File: src/hw/rtl/mpca_pkg.sv
package mpca_pkg;

  localparam int unsigned MaxPools         = 4;
  localparam int unsigned NumPoolsDefault  = 4;
  localparam int unsigned MaxChunksDefault = 256;
  localparam int unsigned QueueDepth       = 2;

  localparam int unsigned SizeW    = 16;
  localparam int unsigned CountW   = 9;
  localparam int unsigned PoolW    = 2;
  localparam int unsigned ChunkW   = 8;
  localparam int unsigned CfgIdxW  = 4;
  localparam int unsigned CfgDataW = 16;

  // register map: sizes first, then counts
  localparam logic [CfgIdxW-1:0] CfgSizeBase  = 4'd0;
  localparam logic [CfgIdxW-1:0] CfgCountBase = 4'd4;
  localparam logic [CfgIdxW-1:0] CfgEnd       = 4'd8;

  typedef enum logic [1:0] {
    OP_ALLOC,
    OP_FREE,
    OP_REJECT
  } op_kind_e;

  typedef enum logic [1:0] {
    STATUS_OK,
    STATUS_EXHAUSTED,
    STATUS_RANGE
  } status_e;

  typedef struct packed {
    op_kind_e            kind;
    logic [MaxPools-1:0] fit;
    logic [PoolW-1:0]    pool;
    logic [ChunkW-1:0]   chunk;
  } op_t;

  typedef struct packed {
    status_e           status;
    logic [PoolW-1:0]  pool;
    logic [ChunkW-1:0] chunk;
  } res_t;

endpackage

File: src/hw/rtl/mpca_front.sv
module mpca_front #(
  parameter int unsigned N_POOLS    = mpca_pkg::NumPoolsDefault,
  parameter int unsigned MAX_CHUNKS = mpca_pkg::MaxChunksDefault
) (
  input  logic                              push_i,
  output logic                              full_o,
  input  logic                              action_i,
  input  logic [mpca_pkg::SizeW-1:0]        request_size_i,
  input  logic [mpca_pkg::PoolW-1:0]        free_pool_i,
  input  logic [mpca_pkg::ChunkW-1:0]       free_chunk_i,
  input  logic [mpca_pkg::SizeW-1:0]        size_i   [mpca_pkg::MaxPools],
  input  logic [$clog2(MAX_CHUNKS + 1)-1:0] usable_i [mpca_pkg::MaxPools],
  input  logic                              op_full_i,
  output logic                              op_push_o,
  output mpca_pkg::op_t                     op_o
);

  import mpca_pkg::*;

  logic free_bad;

  assign full_o    = op_full_i;
  assign op_push_o = push_i && !op_full_i;

  assign free_bad = (32'(free_pool_i) >= N_POOLS) || (size_i[free_pool_i] == '0) ||
                    (32'(free_chunk_i) >= 32'(usable_i[free_pool_i]));

  always_comb begin
    op_o.pool  = free_pool_i;
    op_o.chunk = free_chunk_i;
    // pools that could serve this request, ignoring their fill state
    for (int p = 0; p < MaxPools; p++) begin
      op_o.fit[p] = (p < N_POOLS) && (size_i[p] != '0) &&
                    (size_i[p] >= request_size_i) && (usable_i[p] != '0);
    end
    if (!action_i) begin
      op_o.kind = OP_ALLOC;
    end else if (free_bad) begin
      op_o.kind = OP_REJECT;
    end else begin
      op_o.kind = OP_FREE;
    end
  end

endmodule

File: config.mk
export PLATFORM = sky130hd
export DESIGN_NAME = mpca_front
export DESIGN_NICKNAME = d
export VERILOG_FILES = /design/src/hw/rtl/mpca_pkg.sv /design/src/hw/rtl/mpca_front.sv
export SDC_FILE = /design/constraint.sdc
export NUM_CORES = 1
export LEC_CHECK = 0
export ABC_AREA = 0
export BUFFER_PORTS_ARGS = -buffer_cell sky130_fd_sc_hd__buf_2
export CAP_MARGIN = 30
export CORE_AREA = 2 2 92 94
export DETAILED_ROUTE_END_ITERATION = 8
export DIE_AREA = 0 0 94 96
export SLEW_MARGIN = 20
export SYNTH_ARGS = -nofsm -noshare
export SYNTH_HDL_FRONTEND = slang
export SYNTH_SLANG_ARGS = --single-unit
File: constraint.sdc
create_clock -name vclk -period 3.41
set_input_delay 0.682 -clock vclk [all_inputs]
set_output_delay 0.682 -clock vclk [all_outputs]
set_load 0.03 [all_outputs]
# Yosys cells after proc, flatten, opt, wreduce, memory -nomap -nowiden
# Cells that the tools add are included.
[word_totals]
register_bits = 0
output_inout_bits = 18
elab_cells = 35
in_bits = 129
[op_classes]
bitwise = 1
magnitude_cmp = 6
mux = 8
n_reduce_logical = 20
[ops]
columns = ["operator", "count"]
rows = [
  ["$ge A16 B16 Y1", 4],
  ["$reduce_bool A16 Y1", 4],
  ["$reduce_bool A9 Y1", 4],
  ["$bmux W16 S2", 1],
  ["$mux W16", 2],
  ["$bmux W9 S2", 1],
  ["$mux W9", 2],
  ["$logic_not A16 Y1", 1],
  ["$ge A8 B9 Y1", 1],
  ["$logic_and A1 B1 Y1", 9],
  ["$mux W2", 2],
  ["$ge A3 B3 Y1 const B", 1],
  ["$not A2 Y3", 1],
  ["$logic_not A1 Y1", 1],
  ["$logic_or A1 B1 Y1", 1],
]

# Logic depth before layout (Yosys ltp)
[logic_depth]
ltp_word = 8
depth_mapped = 8
depth_no_buf = 7

# Worst setup path before layout
# OpenSTA, ideal clock, no wires.
[synth_timing]
path_kind = "input to output"
from = "in free_pool_i[0] (netlist bit)"
to = "out op_o[15] (netlist bit)"
path_slack_ns = -0.062
n_path_buf = 1
t_required_ns = 2.728
t_arrival_ns = 2.790
path_stages = 8
path_cell_list = "buf_2 > mux4_2 > ha_1 > nand2b_1 > nand3_1 > a21oi_1 > o21ai_0 > a21boi_0"
[synth_lines]
columns = ["element", "line", "text"]
rows = [
  ["start: declaration", "mpca_front.sv:9", "input logic [mpca_pkg::PoolW-1:0] free_pool_i,"],
  ["end: declaration", "mpca_front.sv:15", "output mpca_pkg::op_t op_o"],
]

==> impl_results.md <==
- Critical path launch point type: input pin
- Top cell type by total area after synthesis: ha_1
- Syn_area_per_cell: 8.16 um2
- Max Clock Freq: ~310 MHz
- I/O pin cnt: 147
- Die Y: ~96 um
- Critical Path AT: 2.49 ns
- CLK BUF: 0
- Worst setup startpoint: free_pool_i[0]
- Distinct cells, synth: 28
- Commonest cells in the netlist: 72 x ha_1, 31 x inv_1, 20 x a21oi_1, 20 x nor4_1, 18 x o21ai_0
- P&R area growth vs syn: 36.2%
- Final setup TNS: 0 ns
- Register area: 0 um2
- Final min period: 3.18 ns
- Hold_sp: op_full_i
- Diodes inserted: 0
- Gpl congestion: 0.848
- Worst path required time: around 2.7 ns
- Met2 WL: 3510 um
- Final Hold Viols: 0
- DR top layer: met4
- Post-synthesis net count: 467
- Slew headroom: 66.8%
- Share of cells above drive strength 1: 39.7%
- Final core utilization: a little under two fifths
- Vias in the first global route: about 2.3k
- Hpwl dp: 7130 um
- Max-cap violations: 0
- Port Buffer Count: ~150
- Routed length per placed instance: about 15 um
- Pwr Density: 122 nW/um2
- Largest net degree at the start of global routing: 15
- Yosys warning total: 0
- # rows: 33
- Worst setup path class: input pin to primary output
- RSZ-0062 raised after global routing: no
- Gr ovfl total: 0
- Lkg Pwr: 0.00165 uW
- Post-synthesis sequential area ratio: 0%
- Starting density of the core: a little over a quarter
- DR vias/cell: 5.04
- Ranking of synthesized cells by area: ha_1 42%, mux4_2 9.3%, nor4_1 5.8%, a21o_1 5.5%, inv_1 5.4%
- DRT iter0 DRCs: 91
- Status: complete, no violations
- Max-slew violations: 0
- First-pass GRT wire length: between 10000 and 15000 um
- Netlist Area Pre-Place: 2170 um2
- Via count: 2551
- Period utilisation layout: between 90% and 100%
- Worst setup path end: op_o[14]
- Most instantiated library cell after synthesis: ha_1
- Die width: 94 um
- Maximum vdd drop: 0.0362 mV
- Seq_cells: 0
- Post-Layout Inst Area: 2960 um2
- Crit Path Max Fanout: 10
- Worst hold path type: input pin to primary output
- Filler Cells Inserted: 870
- Top cell type's share of synthesized area: 41.5%
- Residual DRC: 0
- DRT Wirelength: roughly 7500 um
- CTS Hold Bufs: 0
- Placed Instance Area: 2950 um2
- Final Hold Slack: 1.63 ns
- Core box area: 8050 um2
- GRT Overall Usage: 15.3%
- Antenna violations before repair: 0
- Die area: 9020 um2
- Final #Nets: between 600 and 700
- Antenna Nets Post-Route: 0
- Routed met3 length: 410 um
- Post-Route M1 WL: 3460 um
- Mapped Cells: ~270
- Worst slew pin tran: around 0.49 ns
- First-pass DRT Iterations: 4
- Setup violations, final: 0
- CP endpoint kind: primary output
## metal layers
metal | vias to the layer above | track usage, %
met4 | 0 | 1.81
met5 | - | 0
met3 | 10 | 1.49
li1 | 1312 | -
met2 | 88 | 26.0
met1 | 1141 | 21.6
## cells in the final DEF, fill, tap and decap left out, types with 2 or more instances in the layout
cell type / n
a211oi_1: 4
o211ai_1: 4
nand2_1: 6
buf_2: 146
nor4_1: 20
and2_1: 4
nor2b_1: 3
a31oi_1: 4
o21ai_0: 17
inv_1: 31
o41ai_1: 4
nand4_1: 9
ha_1: 72
and4_1: 4
nor3b_1: 2
mux4_2: 9
nand2b_1: 5
nor2_1: 4
a21oi_1: 20
a21o_1: 16
nand3_1: 9
## how the worst min path moves through the flow
stage               slack, ns  depth (start not counted)        end
CTS                      1.63                          2    op_o[0]
global placement         1.63                          2     full_o
floorplan                1.47                          1  op_push_o
detailed placement       1.63                          2    op_o[0]
finish                   1.63                          2     full_o
global route             1.64                          2    op_o[5]
## kinds of logic (layout without fill, tap and decap cells)
kind of cell | Yosys count | in the layout | share of synthesized area (%)
compound gates | 72 | 72 | 20.5
mux | 9 | 9 | 9.34
simple gates | 69 | 69 | 19.1
fa+ha+maj | 72 | 72 | 41.5
buf+inv | 44 | 179 | 9.57
## timing repair
item	CTS	global route
setup buffers	0	0
setup endpoints to repair	0	1
resized for setup	0	2
## per-stage QoR
step	power, uW	setup slack [ns]	std cells
2_1_floorplan	214	0.167	266
3_3_place_gp	349	0.0910	506
3_5_place_dp	361	0.0977	506
4_1_cts	362	0.0970	506
5_1_grt	409	0.0404	506
6_report	360	0.234	506
## power by group
part | switching [uW] | internal (uW)
Combinational | 191 | 169
Sequential | 0 | 0
Clock | 0 | 0
## critical path, cell delays in order
cell and delay [ns]:
clkbuf_4 0.22, mux4_2 0.51, inv_1 0.07, ha_1 0.25, a21oi_1 0.15, o21ai_0 0.09, o21ai_1 0.15, and3_1 0.17
buf_2 0.19
## layout make-up
| type | count | area, um2 | area share (%) |
|---|---|---|---|
| tap | 105 | 131 | 4.45 |
| multi-input combinational | 222 | 1960 | 66.4 |
| inverter | 31 | 116 | 3.94 |
| timing repair buffer | 148 | 746 | 25.2 |
No activity file was read; power rests on OpenSTA's default activity.
