File: config.mk
export PLATFORM = sky130hd
export DESIGN_NAME = mpca_cfg
export DESIGN_NICKNAME = d
export VERILOG_FILES = /design/src/hw/rtl/mpca_pkg.sv /design/src/hw/rtl/mpca_cfg.sv
export SDC_FILE = /design/constraint.sdc
export NUM_CORES = 1
export LEC_CHECK = 0
export ABC_AREA = 1
export BUFFER_PORTS_ARGS = -buffer_cell sky130_fd_sc_hd__buf_4
export CORE_MARGIN = 8
export CORE_UTILIZATION = 57
export CTS_BUF_LIST = sky130_fd_sc_hd__clkbuf_4 sky130_fd_sc_hd__clkbuf_8
export DETAILED_ROUTE_END_ITERATION = 16
export HOLD_SLACK_MARGIN = 0.05
export PLACE_DENSITY_LB_ADDON = 0.3
export SLEW_MARGIN = 20
export SYNTH_ARGS = -nofsm -noshare
export SYNTH_HDL_FRONTEND = slang
export SYNTH_SLANG_ARGS = --single-unit
File: constraint.sdc
create_clock -name clk_i -period 2.1 [get_ports clk_i]
set_clock_uncertainty 0.05 [all_clocks]
set_input_delay 0.315 -clock clk_i [delete_from_list [all_inputs] [get_ports clk_i]]
set_output_delay 0.315 -clock clk_i [all_outputs]
set_load 0.02 [all_outputs]
File: src/hw/rtl/mpca_pkg.sv
package mpca_pkg;

  localparam int unsigned MaxPools         = 4;
  localparam int unsigned NumPoolsDefault  = 4;
  localparam int unsigned MaxChunksDefault = 256;
  localparam int unsigned QueueDepth       = 2;

  localparam int unsigned SizeW    = 16;
  localparam int unsigned CountW   = 9;
  localparam int unsigned PoolW    = 2;
  localparam int unsigned ChunkW   = 8;
  localparam int unsigned CfgIdxW  = 4;
  localparam int unsigned CfgDataW = 16;

  // register map: sizes first, then counts
  localparam logic [CfgIdxW-1:0] CfgSizeBase  = 4'd0;
  localparam logic [CfgIdxW-1:0] CfgCountBase = 4'd4;
  localparam logic [CfgIdxW-1:0] CfgEnd       = 4'd8;

  typedef enum logic [1:0] {
    OP_ALLOC,
    OP_FREE,
    OP_REJECT
  } op_kind_e;

  typedef enum logic [1:0] {
    STATUS_OK,
    STATUS_EXHAUSTED,
    STATUS_RANGE
  } status_e;

  typedef struct packed {
    op_kind_e            kind;
    logic [MaxPools-1:0] fit;
    logic [PoolW-1:0]    pool;
    logic [ChunkW-1:0]   chunk;
  } op_t;

  typedef struct packed {
    status_e           status;
    logic [PoolW-1:0]  pool;
    logic [ChunkW-1:0] chunk;
  } res_t;

endpackage

File: src/hw/rtl/mpca_cfg.sv
module mpca_cfg #(
  parameter int unsigned MAX_CHUNKS = mpca_pkg::MaxChunksDefault
) (
  input  logic                                clk_i,
  input  logic                                rst_ni,
  input  logic                                cfg_valid_i,
  output logic                                cfg_ready_o,
  input  logic [mpca_pkg::CfgIdxW-1:0]        cfg_index_i,
  input  logic [mpca_pkg::CfgDataW-1:0]       cfg_data_i,
  output logic [mpca_pkg::SizeW-1:0]          size_o   [mpca_pkg::MaxPools],
  output logic [$clog2(MAX_CHUNKS + 1)-1:0]   usable_o [mpca_pkg::MaxPools]
);

  import mpca_pkg::*;

  localparam int unsigned CW = $clog2(MAX_CHUNKS + 1);

  logic [SizeW-1:0]   size_q  [MaxPools];
  logic [CountW-1:0]  count_q [MaxPools];
  logic [CfgIdxW-1:0] count_off;

  assign cfg_ready_o = 1'b1;
  assign count_off   = cfg_index_i - CfgCountBase;

  always_ff @(posedge clk_i or negedge rst_ni) begin
    if (!rst_ni) begin
      for (int p = 0; p < MaxPools; p++) begin
        size_q[p]  <= '0;
        count_q[p] <= '0;
      end
    end else if (cfg_valid_i) begin
      if (cfg_index_i >= CfgSizeBase && cfg_index_i < CfgCountBase) begin
        size_q[cfg_index_i[1:0]] <= cfg_data_i;
      end else if (cfg_index_i >= CfgCountBase && cfg_index_i < CfgEnd) begin
        count_q[count_off[1:0]] <= cfg_data_i[CountW-1:0];
      end
    end
  end

  // count saturates at the pool capacity
  always_comb begin
    for (int p = 0; p < MaxPools; p++) begin
      size_o[p]   = size_q[p];
      usable_o[p] = (32'(count_q[p]) > MAX_CHUNKS) ? CW'(MAX_CHUNKS) : CW'(count_q[p]);
    end
  end

endmodule

# After elaboration in Yosys (flattened, before gate mapping)
# Index checks and enable logic that the tools add are counted.
op_classes:
  add_sub_neg: 1
  multipliers: 0
  div: 0
  order_cmp: 12
  eq_ne: 0
  shifts: 0
  n_mux: 10
  bitwise_logic: 3
  n_reduce_logical: 6
ops:
  columns: ["cell", "n"]
  rows:
  - ["bitwise mux 64 bit", 1]
  - ["two-way mux 9 bit", 5]
  - ["bitwise mux 36 bit", 1]
  - ["greater-than comparator 9 bit (second input constant)", 4]
  - ["demux 16 bit (select 2 bit)", 1]
  - ["demux 9 bit (select 2 bit)", 1]
  - ["two-way mux 16 bit", 1]
  - ["greater-or-equal comparator 3 bit (second input constant)", 2]
  - ["less-than comparator 3 x 1 -> 1 bit (second input constant)", 2]
  - ["NOT 2 -> 3 bit", 2]
  - ["greater-or-equal comparator 4 x 1 -> 1 bit (second input constant)", 1]
  - ["greater-or-equal comparator 4 x 3 -> 1 bit (second input constant)", 1]
  - ["logical AND 1 bit", 4]
  - ["less-than comparator 4 x 3 -> 1 bit (second input constant)", 1]
  - ["less-than comparator 4 bit (second input constant)", 1]
  - ["AND reduction 3 bit", 1]
  - ["AND reduction 2 bit", 1]
  - ["subtractor 2 x 1 -> 2 bit (second input constant)", 1]
  - ["NOT 1 bit", 1]
word_totals:
  ff_bits: 100
  latch_bits: 0
  ramBits: 0
  rom_bits: 0
  in_bits: 23
  output_inout_bits: 101
  word_cells: 40
  n_memories: 0

# Depth between registers and ports, before layout
logic_depth:
  ltp_word: 7
  ltp_mapped: 6
  depth_no_buf: 5

# Least setup slack after synthesis
# OpenSTA, ideal clock, no wires.
synth_path:
  kind: "reg-to-output"
  start: "register count_q[7] in the netlist's numbering"
  end: "output port usable_o[0] in the netlist's numbering"
  arrival_time_ns: 0.988
  t_required_ns: 1.735
  slack_ns: 0.747
  stages_incl_launch_ff: 6
  n_path_buf: 0
  cell_sequence: "dfrtp_1 -> nor2_1 -> nand2_1 -> nor2_1 -> nor2_1 -> nor2_1"
synth_rtl:
  columns: ["element", "line", "source"]
  rows:
  - ["start, declared", "mpca_cfg.sv:19", "logic [CountW-1:0] count_q [MaxPools];"]
  - ["start signal, assigned by index", "mpca_cfg.sv:35", "count_q[count_off[1:0]] <= cfg_data_i[CountW-1:0];"]
  - ["end, declared", "mpca_cfg.sv:11", "output logic [$clog2(MAX_CHUNKS + 1)-1:0] usable_o [mpca_pkg::MaxPools]"]

==> results.toml <==
[routing]
drt_iter0_drc = 151
post_drt_wl_per_cell_um = 15.4
ant_nets = 0
drt-total-wl_um = 10400
vias = 3393
drc = 0
detail_route.first_pass.iterations = 5
viasPerCell = 5.02

[worst_hold_path]
hold-path-endpoint = "size_o[27]"
hold_path.class = "in2reg"
hold_path_depth = 3
min_from = "cfg_data_i[11]"

[die]
io_pins = 124
fp.dieW_um = 99.8
dieHeight_um = 99.8
core_um2 = 6790
rows = 30
initial_core_util_pct = 59.0
fp.dieArea_um2 = 9970

[global_route]
grt-ovfl-total = 0
gr-usage-all-layers_pct = 21.7
grt_pass1_vias = 3351
antenna_found_initial = 0
grt_max_degree = 52
grt_pass1_wl_um = 17000

[critical_path]
crit_required_ns = 1.74
startpoint_type = "flop"
r2r-end = "size_o[40]"
reg2reg_depth = 2
critical_path_class = "reg2out"
critPathMaxFanout = 6
crit_path_end_kind = "output pin"
timing.rr.start = "size_o[40]"
arrival_ns = 1.47
worst-r2r-setup-slack_ns = 1.33

[placed_design]
placed_cell_area_um2 = 5000
place_inst = 659
io_buffers = 122
gp_congestion = 0.797
place.detailed.hpwl_um = 7470

[synth]
synth.distinct_cells = 14
synth_seq_cells = 100
synth_cells = 456
synth_area_leaders = "dfrtp_1 62%, o21ai_0 12%, nand2_1 10%"
yosysSeqAreaShare_pct = 62.5
synth.avg_cell_area_um2 = 8.78
yosys_warnings = 0
syn_nets = 479
synth_top_area_share_pct = 62.5
yosysTopAreaCell = "dfrtp_1"
synthesis.area_um2 = 4010

[pwr]
power_density_nw_per_um2 = 1110
ir_drop_mv = 0.704
leakagePower_nw = 2.80

[cts]
clkTransAtPathRegs_ns = 0.09
clockBufferDepth = 2
htreeDepth = 3
clock-sinks = 100
numCtsBuffers = 9
insertion_delay_ns = 0.36
root_buffer = "clkbuf_8"
cts_tree = "built"
post-cts-setup-buffers = 0

[final_layout]
diodes = 0
layout.cells.non_filler = 676
final_common_cell = "buf_4"
final_cell_mix = "127 x buf_4, 110 x nand2_1, 100 x dfrtp_1"
final_cell_area_um2 = 5240
final_nets = 598
drive_above_1_share_pct = 25.7
areaGrowthSynthToFinish_pct = 30.7

[sta]
hold_viol_final = 0
post-route-period-util_pct = 87.2
hold-worst-slack_ns = 0.207
period_minus_slack_ns = 1.83
setup_violations = 0
max_freq_mhz = 546
slew_violations = 0
fin_setup_tns_ns = 0
rsz0062_at_grt = "no"

[job]
cap_violations = 0

[run_status]
status = "finished clean"
[cell families after synthesis]
kind of cell / count (synthesis) / share of synthesized area, %
simple gates: 179 / 17.3
other cells: 1 / 0.0936
buf+inv: 76 / 7.59
flops: 100 / 62.5
compound gates: 100 / 12.5
[synth_stat cells (all sizes together)]
cell type	count
buf	9
clkbuf	12
conb	1
dfrtp	100
inv	55
nand2	114
nand3	4
nor2	61
o21ai	100
[cell type report]
cell class	count	area (µm²)
clock buffers	12	153
clock inverters	4	72.6
fillers	486	1560
inverters	55	206
multi-input cells	280	1200
flip-flops and latches	100	2500
well taps	96	120
repair buffers	129	983
[critical path, cell delays in order (launching register included)]
cell and delay [ns]:
dfrtp_1 0.40, nor2_1 0.07, nand2_1 0.07, nor2_1 0.04, nor2_1 0.28, nor2_1 0.08, buf_4 0.17
[through the flow]
step	power (mW)	worst slack [ns]	utilization [%]
floorplan	3.60	0.747	-
global placement	4.45	0.699	73.6
detailed placement	4.52	0.657	73.6
CTS	5.86	0.257	77.1
global route	6.16	0.100	77.1
finish	5.83	0.268	77.1
[routing by layer]
layer,GRT usage (%),share of wire (%)
met1,26.9,41
met2,34.0,47
met3,8.72,11
met4,6.40,1.4
met5,0,0
[repair_timing]
item / in CTS / in global routing
resized for setup: 0 / 0
hold buffers: 1 / 0
hold endpoints to repair: 23 / 0
[sequential cells by signal (all words and copies together) (netlist names)]
name / count
size_o: 64
count_q: 36
[worst max path at each step]
| stage | slack [ns] | end | cells after the start | from |
|---|---|---|---|---|
| global placement | 0.70 | usable_o[7] | 6 | count_q[7] |
| CTS | 0.26 | usable_o[34] | 6 | count_q[27] |
| detailed placement | 0.66 | usable_o[4] | 6 | count_q[0] |
| global route | 0.10 | usable_o[4] | 6 | count_q[5] |
| finish | 0.27 | usable_o[34] | 6 | count_q[27] |
| floorplan | 0.75 | usable_o[0] | 5 | count_q[7] |
[power by group]
part	leakage, nW	total (mW)	switching, mW	internal (mW)
clock	0.113	1.36	0.628	0.729
combinational	1.41	1.87	1.10	0.768
sequential	1.27	2.60	0.287	2.32
total	2.80	5.83	2.02	3.81
Note: power is estimated with default switching activity, not from simulation.
