File: src/hw/rtl/mpca_fifo.sv
module mpca_fifo #(
  parameter int unsigned WIDTH = 16,
  parameter int unsigned DEPTH = 2
) (
  input  logic             clk_i,
  input  logic             rst_ni,
  input  logic             push_i,
  input  logic [WIDTH-1:0] wdata_i,
  output logic             full_o,
  input  logic             pop_i,
  output logic [WIDTH-1:0] rdata_o,
  output logic             empty_o
);

  localparam int unsigned PtrW = (DEPTH > 1) ? $clog2(DEPTH) : 1;
  localparam int unsigned CntW = $clog2(DEPTH + 1);

  logic [WIDTH-1:0] store_q [DEPTH];
  logic [PtrW-1:0]  wr_ptr_q, wr_ptr_d;
  logic [PtrW-1:0]  rd_ptr_q, rd_ptr_d;
  logic [CntW-1:0]  count_q, count_d;
  logic             do_push, do_pop;

  assign full_o  = (count_q == CntW'(DEPTH));
  assign empty_o = (count_q == '0);
  assign do_push = push_i && !full_o;
  assign do_pop  = pop_i && !empty_o;
  assign rdata_o = store_q[rd_ptr_q];

  always_comb begin
    wr_ptr_d = wr_ptr_q;
    rd_ptr_d = rd_ptr_q;
    count_d  = count_q;
    if (do_push) begin
      wr_ptr_d = (wr_ptr_q == PtrW'(DEPTH - 1)) ? '0 : wr_ptr_q + 1'b1;
    end
    if (do_pop) begin
      rd_ptr_d = (rd_ptr_q == PtrW'(DEPTH - 1)) ? '0 : rd_ptr_q + 1'b1;
    end
    if (do_push && !do_pop) begin
      count_d = count_q + 1'b1;
    end else if (do_pop && !do_push) begin
      count_d = count_q - 1'b1;
    end
  end

  always_ff @(posedge clk_i or negedge rst_ni) begin
    if (!rst_ni) begin
      wr_ptr_q <= '0;
      rd_ptr_q <= '0;
      count_q  <= '0;
    end else begin
      wr_ptr_q <= wr_ptr_d;
      rd_ptr_q <= rd_ptr_d;
      count_q  <= count_d;
    end
  end

  always_ff @(posedge clk_i) begin
    if (do_push) begin
      store_q[wr_ptr_q] <= wdata_i;
    end
  end

endmodule

File: config.mk
export PLATFORM = sky130hd
export DESIGN_NAME = mpca_fifo
export DESIGN_NICKNAME = d
export VERILOG_FILES = /design/src/hw/rtl/mpca_fifo.sv
export SDC_FILE = /design/constraint.sdc
export NUM_CORES = 1
export LEC_CHECK = 0
export BUFFER_PORTS_ARGS = -buffer_cell sky130_fd_sc_hd__clkbuf_2
export CORE_MARGIN = 4
export CORE_UTILIZATION = 50
export DETAILED_ROUTE_END_ITERATION = 16
export PLACE_DENSITY_LB_ADDON = 0.08
export SLEW_MARGIN = 25
export SYNTH_ARGS = -nofsm -noshare
export SYNTH_HDL_FRONTEND = slang
export SYNTH_SLANG_ARGS = --single-unit
File: constraint.sdc
create_clock -name clk_i -period 2.1 [get_ports clk_i]
set_input_delay 0 -clock clk_i [delete_from_list [all_inputs] [get_ports clk_i]]
set_output_delay 0 -clock clk_i [all_outputs]
set_load 0.005 [all_outputs]
# --- Yosys cells after proc, flatten, opt, wreduce, memory -nomap -nowiden ---
# Memory sizes are Yosys's and may differ from the RTL's.
# Cells that the tools add are included.
op_classes:
  addsub: 4
  n_reduce_logical: 10
  n_mux: 6
  eq_ne: 1
op_table:
  columns: ["operator", "n"]
  rows:
  - ["$logic_and 1x1->1", 4]
  - ["$logic_not 1->1", 4]
  - ["$mux 1", 4]
  - ["$mux 2", 2]
  - ["$add 1x1->1 const B", 2]
  - ["$add 2x1->2 const B", 1]
  - ["$eq 2x2->1 const B", 1]
  - ["$logic_not 2->1", 1]
  - ["$reduce_bool 2->1", 1]
  - ["$sub 2x1->2 const B", 1]
word_totals:
  inputBits: 20
  elab_cells: 25
  mem_bits_rw: 32
  memories: 1
  regBits: 4
  output_inout_bits: 18
memory_table:
  columns: ["memory", "words", "width", "rd", "rd_clocked_by_memory_dff", "wr", "line", "rtl"]
  rows:
  - ["store_q", 2, 16, 1, 0, 1, "18", "logic [WIDTH-1:0] store_q [DEPTH];"]

# --- Longest topological paths before layout ---
# Gate-level depths: netlist (run 1).
logic_depth:
  word_depth: 7
  ltp_mapped: 7
  ltp_nobuf: 7

# --- Worst setup path after synthesis (run 1) ---
# Ideal clock, no wire load.
synth_timing:
  path_type: "register to register"
  from: "reg count_q[0]"
  to: "mem store_q[0][0] (enable)"
  path_buffers: 0
  setup_ns: 0.388
  arrival_ns: 1.343
  t_required_ns: 1.712
  setup_slack_ns: 0.369
  period_less_slack_ns: 1.731
  path_stages_with_launch: 4
  path_cell_list: "dfrtp_1 > nand2b_1 > nand2_1 > nor2_1"
synth_between:
  elab_chain_len: 5
synth_lines:
  columns: ["element", "line", "rtl"]
  rows:
  - ["from (decl)", "21", "logic [CntW-1:0] count_q, count_d;"]
  - ["from (signal assigned)", "55", "count_q <= count_d;"]
  - ["$eq 2x2->1", "24", "assign full_o = (count_q == CntW'(DEPTH));"]
  - ["$logic_not 1->1", "26", "assign do_push = push_i && !full_o;"]
  - ["$logic_and 1x1->1", "26", null]
  - ["$mux 1", "60", "if (do_push) begin"]
  - ["$mux 1 (implied by the code)", "61", "store_q[wr_ptr_q] <= wdata_i;"]
  - ["to (decl)", "18", null]
# No other way between the ends.

# --- Final worst setup path (run 1) ---
layout_timing:
  from: "reg rd_ptr_q"
  to: "out rdata_o[5]"
layout_between:
  elab_chain_len: 1
layout_lines:
  columns: ["element", "line", "rtl"]
  rows:
  - ["from (decl)", "20", "logic [PtrW-1:0] rd_ptr_q, rd_ptr_d;"]
  - ["from (signal assigned)", "54", "rd_ptr_q <= rd_ptr_d;"]
  - ["$mem_v2 2x16", null, null]
  - ["to (decl)", "11", "output logic [WIDTH-1:0] rdata_o,"]
# No other way between the ends.

==> results_dict.tcl, run 1 <==
set metrics [dict create \
    fmax_mhz 598 \
    overflow 0 \
    critPathMaxFanout 10 \
    core_mm2 0.00257 \
    synth_top_family_by_area "multiplexers" \
    min_to "store_q[1][9]$_DFFE_PP_" \
    die-area_mm2 0.00372 \
    antenna_cells 0 \
    cp.buffers_inverters 2 \
    dieHeight_um 61.0 \
    cp.arrival_ns 1.67 \
    insertion_delay_ns 0.33 \
    hold_viol_final 0 \
    max_stage_delay_ns 0.62 \
    synth-adder-area-share_pct 0.892 \
    cts_buffers 5 \
    rsz0062_at_grt "no" \
    setup_tns_ns 0 \
    relSlewSlack_pct 70.9 \
    synth_cells 69 \
    post_drt_wl_per_cell_um 14.4 \
    min-delay-path-class "in -> reg" \
    ys_seq_elements 36 \
    crit_chain "buf_4 -> mux2_4 -> clkbuf_2" \
    routed_wl_um 2390 \
    p_per_area_mw_per_mm2 1170 \
    viasPerCell 4.90 \
    drive_above_1_share_pct 45.6 \
    syn_avg_cell_area_um2 20.3 \
    postPlaceCellArea_mm2 0.00162 \
    place_hpwl_um 1550 \
    ios 38 \
    seq_area_frac_synth_pct 75.6 \
    timing.rr.end "count_q[1]$_DFFE_PN0P_" \
    place.port_buffers 37 \
    finalMaxSlewViolations 0 \
    r2r_cells 7 \
    r2r_slack_ns 0.53 \
    synthXorXnorAreaFrac_pct 3.12 \
    fillers 171 \
    synth_mux_area_share_pct 15.3 \
    leakagePower_nw 0.787 \
    drc 0 \
    synth.largest_area_cell "edfxtp_1" \
    root_buffer "clkbuf_4" \
    clock-sinks 36 \
    grt_pass1_vias 867 \
    crit_path_top_delay_cell "dfrtp_1" \
    fin_skew_ns 0.00731 \
    cts_htree_levels 2 \
    reg2reg_from "count_q[0]$_DFFE_PN0P_" \
    ys_types 15 \
    cp_top_family "flip-flops" \
    hp-start "wdata_i[9]" \
    final_core_util_pct 73.0 \
    clock_path_buffers 2 \
    critPathLaunch "rd_ptr_q$_DFFE_PN0P_" \
    yosys_warnings 0 \
    end_kind "primary output" \
    fin_area_mm2 0.00187 \
    grt_usage_pct 15.4 \
    cap_viol_max_count 0 \
    gp_congestion 0.715 \
    rows 18 \
    tightest_slew_ns 0.436 \
    synth_nets 90 \
    peakVddDrop_mv 0.962 \
    syn_to_final_growth_pct 33.5 \
    worst-endpoint-required_ns 2.10 \
    finalSetupViolCount 0 \
    synth_compound_area_share_pct 0.357 \
    yosysTopAreaCellShare_pct 68.5 \
    grt_pass1_wl_um 3840 \
    cts_tree "done" \
    antenna_found_initial 0 \
    synth-simple-area-share_pct 1.96 \
    min_period_ns 1.67 \
    grt_max_degree 17 \
    critPathLaunchType "register" \
    outcome "finished, final reports clean" \
    initial_utilization_pct 54.6 \
    cts.clk_slew.worst_paths_ns 0.10 \
    fp.dieW_um 61.0 \
    timing.final.crit_share_pct 79.6 \
    syn_area_mm2 0.00140 \
    synth_area_leaders "edfxtp_1, mux2_4, dfrtp_1, mux2_2, xnor2_1" \
    drtIter0Drc 30 \
    vias 813 \
    worst-setup-path-type "reg -> out" \
    min_path_cells 2 \
    first_pass_iters 3 \
    hold_ws_ns 0.392 \
    nets 156 \
    ant_nets 0 \
]
[what timing repair did]
item / CTS / global route
endpoints found under the setup margin: 0 / 0
resized for setup: 0 / 0
endpoints found under the hold margin: 38 / 0
setup buffers: 0 / 0
hold buffers: 20 / 0
[layout by cell type (no fill, tap or decap), drive strengths merged]
cell,netlist,layout
clkbuf,0,44
edfxtp,32,32
dlygate4sd3,0,20
mux2,16,16
dfrtp,4,4
buf,2,4
nor2,3,3
xnor2,3,3
inv,2,2
xor2,2,2
nand2b,1,1
nand2,1,1
o21ai,1,1
and3,1,1
ha,1,1
clkinv,0,1
[routing by layer]
layer / part of all wire [%] / global-route usage, %
met5: 0 / 0
met4: 1.8 / 9.29
met3: 5.3 / 4.89
met2: 55 / 27.6
met1: 38 / 15.4
[logic make-up (layout without fill, tap and decap cells)]
group	after synthesis	after routing
DFF	36	36
muxes	16	16
and+or+nand+nor	6	6
xor gates and xnor gates	5	5
buffers and inverters	4	71
adders and majority gates	1	1
AOI/OAI and AO/OA	1	1
[worst reg2reg max path, cell delays in order, from the launching register on]
cell and delay [ns]:
dfrtp_1 0.45, nand2b_1 0.20, nand2_1 0.15, inv_1 0.06, ha_1 0.22, xor2_1 0.18, nor2_1 0.07, xor2_1 0.14
[cell usage after synthesis (all sizes together)]
cell    instances
edfxtp         32
mux2           16
dfrtp           4
nor2            3
xnor2           3
buf             2
inv             2
xor2            2
and3            1
ha              1
nand2           1
nand2b          1
o21ai           1
[sequential cells by signal, indices dropped and copies added, names as in the netlist]
name,flops
store_q,32
count_q,2
rd_ptr_q,1
wr_ptr_q,1
[area by class of cell]
type / instances / area (µm²) / share of cell area, %
sequential: 36 / 1060 / 56.6
timing repair buffer: 61 / 415 / 22.2
clock inverter: 1 / 3.75 / 0.200
multi-input combinational: 29 / 303 / 16.2
clock buffer: 7 / 45.0 / 2.40
inverter: 2 / 7.51 / 0.401
tap: 30 / 37.5 / 2.00
[power by group]
group,internal [mW],switching (mW)
registers,0.988,0.109
logic,0.436,0.321
clock network,0.129,0.209
total,1.55,0.638
[stage by stage]
step / power, mW / setup WS (ns) / std cells
floorplan: 1.60 / 0.369 / 69
global placement: 1.82 / 0.690 / 138
detailed placement: 1.85 / 0.593 / 138
CTS: 2.21 / 0.394 / 166
global route: 2.33 / 0.328 / 166
finish: 2.19 / 0.429 / 166
[how the worst max path moves through the flow]
stage / endpoint / cells past startpoint
2_1_floorplan: store_q[0][0]$_DFFE_PP_ / 3
3_3_place_gp: count_q[1]$_DFFE_PN0P_ / 6
3_5_place_dp: count_q[1]$_DFFE_PN0P_ / 6
4_1_cts: rdata_o[10] / 3
5_1_grt: rdata_o[8] / 3
6_report: rdata_o[5] / 3
No activity file was read; power rests on OpenSTA's default activity.
==> run 2: changes to the inputs <==
==> constraint.sdc (replaced) <==
create_clock -name clk_i -period 1.75 [get_ports clk_i]
set_input_delay 0 -clock clk_i [delete_from_list [all_inputs] [get_ports clk_i]]
set_output_delay 0 -clock clk_i [all_outputs]
set_load 0.005 [all_outputs]
==> run 2 against run 1 <==
Net effect: critical path depth is 3 higher; combinational power increased by 24%; sequential share of layout area hardly changed; first-iteration DRC count fell by 37%; count of clock-buffer cells in the layout is the same; highest routed layer unchanged.
==> results_dict.tcl, run 2 (synthesis results as in run 1) <==
set metrics [dict create \
    worst-setup-path-type "reg -> reg" \
    final_cell_mix "clkbuf_2, edfxtp_1, dlygate4sd3_1" \
    fp.dieW_um 61.0 \
    worst-endpoint-required_ns 2.00 \
    min_period_ns 1.49 \
    finalSetupViolCount 0 \
    cap_viol_max_count 0 \
    overflow 0 \
    p_sw_share_pct 28.2 \
    grt_pass1_wl_um 3670 \
    timing.final.crit_share_pct 84.9 \
    setup_tns_ns 0 \
    drive_above_1_share_pct 46.3 \
    core_mm2 0.00257 \
    clock_path_buffers 2 \
    finalNonFillerCells 166 \
    drc 0 \
    postPlaceCellArea_mm2 0.00162 \
    antenna_found_initial 0 \
    cts_tree "done" \
    rows 18 \
    dp_cells 138 \
    grt_usage_pct 14.2 \
    relSlewSlack_pct 84.5 \
    nets 156 \
    largest_register_ffs 32 \
    dp_slack_ns 0.263 \
    antenna_cells 0 \
    hold_ws_ns 0.0184 \
    cts_buffers 5 \
    rsz0062_at_grt "no" \
    p_sw_mw 0.735 \
    syn_to_final_growth_pct 33.6 \
    clock-sinks 36 \
    min-delay-path-class "in -> async" \
    reg2reg_from "count_q[0]$_DFFE_PN0P_" \
    critPathMaxFanout 5 \
    largest_registers "store_q (32), count_q (2)" \
    p_clk_share_pct 15.3 \
    critPathLaunch "count_q[0]$_DFFE_PN0P_" \
    leakagePower_nw 0.789 \
    peakVddDrop_mv 1.04 \
    drtIter0Drc 19 \
    critPathLaunchType "register" \
    grt_pass1_vias 847 \
    post_drt_wl_per_cell_um 13.3 \
    r2r_cells 6 \
    end_kind "register" \
    cts_htree_levels 2 \
    fin_area_mm2 0.00187 \
    first_pass_iters 3 \
    final_core_util_pct 73.0 \
    power.internal_mw 1.87 \
    final_common_cell "clkbuf_2" \
    cts.clk_slew.worst_paths_ns 0.10 \
    die-area_mm2 0.00372 \
    routed_wl_um 2210 \
    tightest_slew_ns 0.232 \
    gp_congestion 0.684 \
    ant_nets 0 \
    dieHeight_um 61.0 \
    insertion_delay_ns 0.32 \
    hold_viol_final 0 \
    worst_slack_ns 0.264 \
    cp.arrival_ns 1.74 \
    initial_utilization_pct 54.6 \
    grt_max_degree 17 \
    place.port_buffers 37 \
    ios 38 \
    p_per_area_mw_per_mm2 1390 \
    p_total_mw 2.61 \
    fin_skew_ns 0.0101 \
    fmax_mhz 673 \
    viasPerCell 4.80 \
    vias 796 \
    finalMaxSlewViolations 0 \
    top_register "store_q" \
    seqPwrFrac_pct 48.6 \
    outcome "finished, final reports clean" \
    power_frac_comb_pct 36.1 \
    root_buffer "clkbuf_4" \
]
run 2: path summary, 6_finish.rpt:
path	slack (ns)	endpoint
worst max-delay path	0.26	count_q[1]$_DFFE_PN0P_
worst min-delay path	0.02	wr_ptr_q$_DFFE_PN0P_
worst max register to register	0.26	count_q[1]$_DFFE_PN0P_
worst min register to register	0.50	wr_ptr_q$_DFFE_PN0P_
max in group asynchronous	1.06	count_q[1]$_DFFE_PN0P_
min in group clk_i	0.40	store_q[0][1]$_DFFE_PP_
run 2: layout make-up:
cell class / count / area (µm²)
clock inverter: 1 / 5.00
clock buffer: 7 / 45.0
fill: 182 / 693
inverter: 2 / 7.51
tap: 30 / 37.5
sequential: 36 / 1060
timing repair buffer: 61 / 415
multi-input combinational: 29 / 303
run 2: worst max-delay path, stage by stage (launching register included):
cell	delay [ns]
dfrtp_1	0.44
nand2b_1	0.20
nand2_1	0.13
inv_1	0.06
ha_1	0.32
nor2_1	0.14
xor2_1	0.15
run 2: timing repair:
| action | in CTS | in global routing |
|---|---|---|
| hold buffers | 20 | 0 |
| resized for setup | 0 | 0 |
| buffers inserted | 0 | 0 |
| endpoints found under the hold margin | 38 | 0 |
run 2: layer usage:
layer	track usage, %	wire [µm]	vias up
met1	15.0	858	371
li1	-	-	392
met3	4.47	121	7
met2	25.3	1190	26
met5	0	0	-
met4	7.43	39	0
run 2: power groups by stage:
stage               combinational [mW]  sequential [mW]  clock, mW
global route                      1.04             1.29      0.459
finish                           0.940             1.27      0.399
CTS                              0.963             1.27      0.417
global placement                 0.914             1.27          0
floorplan                        0.652             1.27          0
detailed placement               0.927             1.29          0
==> run 3: changes to the inputs <==
==> constraint.sdc (replaced) <==
create_clock -name clk_i -period 1.4 [get_ports clk_i]
set_input_delay 0 -clock clk_i [delete_from_list [all_inputs] [get_ports clk_i]]
set_output_delay 0 -clock clk_i [all_outputs]
set_load 0.005 [all_outputs]
==> run 3 against run 2 <==
Net effect: total power grew 34%; fmax grew 9.4%; first-iteration DRC count grew 58%; worst setup slack lost 0.22 ns; final cell count grew 2.4%; count of clock-buffer cells in the layout is the same; combinational power grew 46%; core utilization grew 2.7 points; sequential power grew 27%; clock power grew 29%; clock skew grew 0.0019 ns; die area is the same; highest routed layer unchanged.
==> results_dict.tcl, run 3 (synthesis results as in run 1) <==
set metrics [dict create \
    top_register "store_q" \
    cap_viol_max_count 0 \
    place.port_buffers 37 \
    r2r_cells 7 \
    largest_register_ffs 32 \
    cts.clk_slew.worst_paths_ns 0.11 \
    fin_skew_ns 0.0120 \
    min_path_cells 4 \
    largest_registers "store_q (32), count_q (2)" \
    worst_slack_ns 0.0412 \
    p_per_area_mw_per_mm2 1800 \
    viasPerCell 4.70 \
    clock_path_buffers 2 \
    cts_htree_levels 2 \
    final_core_util_pct 75.7 \
    finalSetupViolCount 0 \
    finalMaxSlewViolations 0 \
    root_buffer "clkbuf_4" \
    die-area_mm2 0.00372 \
    place_hpwl_um 1630 \
    ant_nets 0 \
    setup_tns_ns 0 \
    crit_chain "nand2b_4 -> nand2_2 -> inv_1 -> ha_2 -> xor2_1 -> nor2_1 -> xor2_1" \
    nets 160 \
    timing.rr.end "count_q[1]$_DFFE_PN0P_" \
    insertion_delay_ns 0.33 \
    grt_usage_pct 15.1 \
    r2r_slack_ns 0.04 \
    max_stage_delay_ns 0.42 \
    antenna_cells 0 \
    vias 799 \
    worst-setup-path-type "reg -> reg" \
    grt_max_degree 17 \
    peakVddDrop_mv 1.48 \
    drtIter0Drc 30 \
    final_common_cell "clkbuf_2" \
    dieHeight_um 61.0 \
    fmax_mhz 736 \
    p_total_mw 3.50 \
    post_drt_wl_per_cell_um 14.5 \
    routed_wl_um 2470 \
    min-delay-path-class "in -> reg" \
    drive_above_1_share_pct 53.6 \
    postPlaceCellArea_mm2 0.00166 \
    clock-sinks 36 \
    ios 38 \
    drc 0 \
    tightest_slew_ns 0.234 \
    critPathCapture "count_q[1]$_DFFE_PN0P_" \
    grt_pass1_wl_um 3810 \
    hold_ws_ns 0.0494 \
    rows 18 \
    gp_congestion 0.677 \
    critPathMaxFanout 3 \
    fillers 183 \
    grt_pass1_vias 834 \
    dp_slack_ns 0.0155 \
    dp_cells 140 \
    finalNonFillerCells 170 \
    relSlewSlack_pct 84.4 \
    timing.final.crit_share_pct 97.1 \
    antenna_found_initial 0 \
    syn_to_final_growth_pct 38.6 \
    critPathLaunchType "register" \
    leakagePower_nw 0.817 \
    end_kind "register" \
    crit_path_top_delay_cell "dfrtp_1" \
    min_period_ns 1.36 \
    reg2reg_from "count_q[0]$_DFFE_PN0P_" \
    first_pass_iters 4 \
    hold_viol_final 0 \
    critPathLaunch "count_q[0]$_DFFE_PN0P_" \
    cp.arrival_ns 1.61 \
    cts_buffers 5 \
    core_mm2 0.00257 \
    path_common_cell "xor2_1" \
    worst-endpoint-required_ns 1.65 \
    outcome "finished, final reports clean" \
    fp.dieW_um 61.0 \
    final_cell_mix "clkbuf_2, edfxtp_1, dlygate4sd3_1" \
    fin_area_mm2 0.00194 \
    cts_tree "done" \
    overflow 0 \
    initial_utilization_pct 54.6 \
]
[run 3: cell count changes in the layout (fill, tap and decap cells not counted), sizes merged]
cell | previous run | this run
dlygate4sd3 | 20 | 19
buf | 4 | 9
[run 3: layer usage]
metal  global-route usage, %  vias up  part of all wire (%)
met1                    16.7      366                    41
met3                    4.68        7                   5.8
li1                        -      401                     -
met5                       0        -                     0
met2                    25.8       25                    51
met4                    8.36        0                   2.0
[run 3: power breakdown]
part           leakage [nW]  internal [mW]  switching, mW
Clock                0.0293          0.196          0.319
Combinational         0.445          0.808          0.564
Sequential            0.343           1.48          0.128
Total                 0.817           2.49           1.01
[run 3: worst min-delay path by stage]
| stage | startpoint | endpoint | slack, ns |
|---|---|---|---|
| floorplan | rst_ni | count_q[0]$_DFFE_PN0P_ | -0.30 |
| global placement | rst_ni | count_q[0]$_DFFE_PN0P_ | -0.19 |
| detailed placement | rst_ni | count_q[1]$_DFFE_PN0P_ | -0.18 |
| CTS | push_i | wr_ptr_q$_DFFE_PN0P_ | 0.04 |
| global route | push_i | wr_ptr_q$_DFFE_PN0P_ | 0.05 |
| finish | push_i | wr_ptr_q$_DFFE_PN0P_ | 0.05 |
[run 3: cell type report]
type	count	area (µm²)	area share, %
Multi-Input combinational cell	29	332	17.1
Clock inverter	1	5.00	0.257
Clock buffer	7	45.0	2.32
Inverter	2	7.51	0.386
Tap cell	30	37.5	1.93
Timing Repair Buffer	65	455	23.4
Sequential cell	36	1060	54.6
[run 3: worst max-delay path, delay by kind of cell, from the launching register on]
| family | cells | cell delay [ns] |
|---|---|---|
| DFF | 1 | 0.42 |
| and+or+nand+nor | 3 | 0.34 |
| xor gates and xnor gates | 2 | 0.29 |
| adders and majority gates | 1 | 0.18 |
| buffers and inverters | 1 | 0.04 |
[run 3: what timing repair did]
| item | 4_1_cts | 5_1_grt |
|---|---|---|
| hold buffers | 19 | 0 |
| hold endpoints to repair | 37 | 0 |
| resized for setup | 3 | 3 |
| setup buffers | 1 | 2 |
| pin swaps | 1 | 2 |
| endpoints found under the setup margin | 13 | 7 |
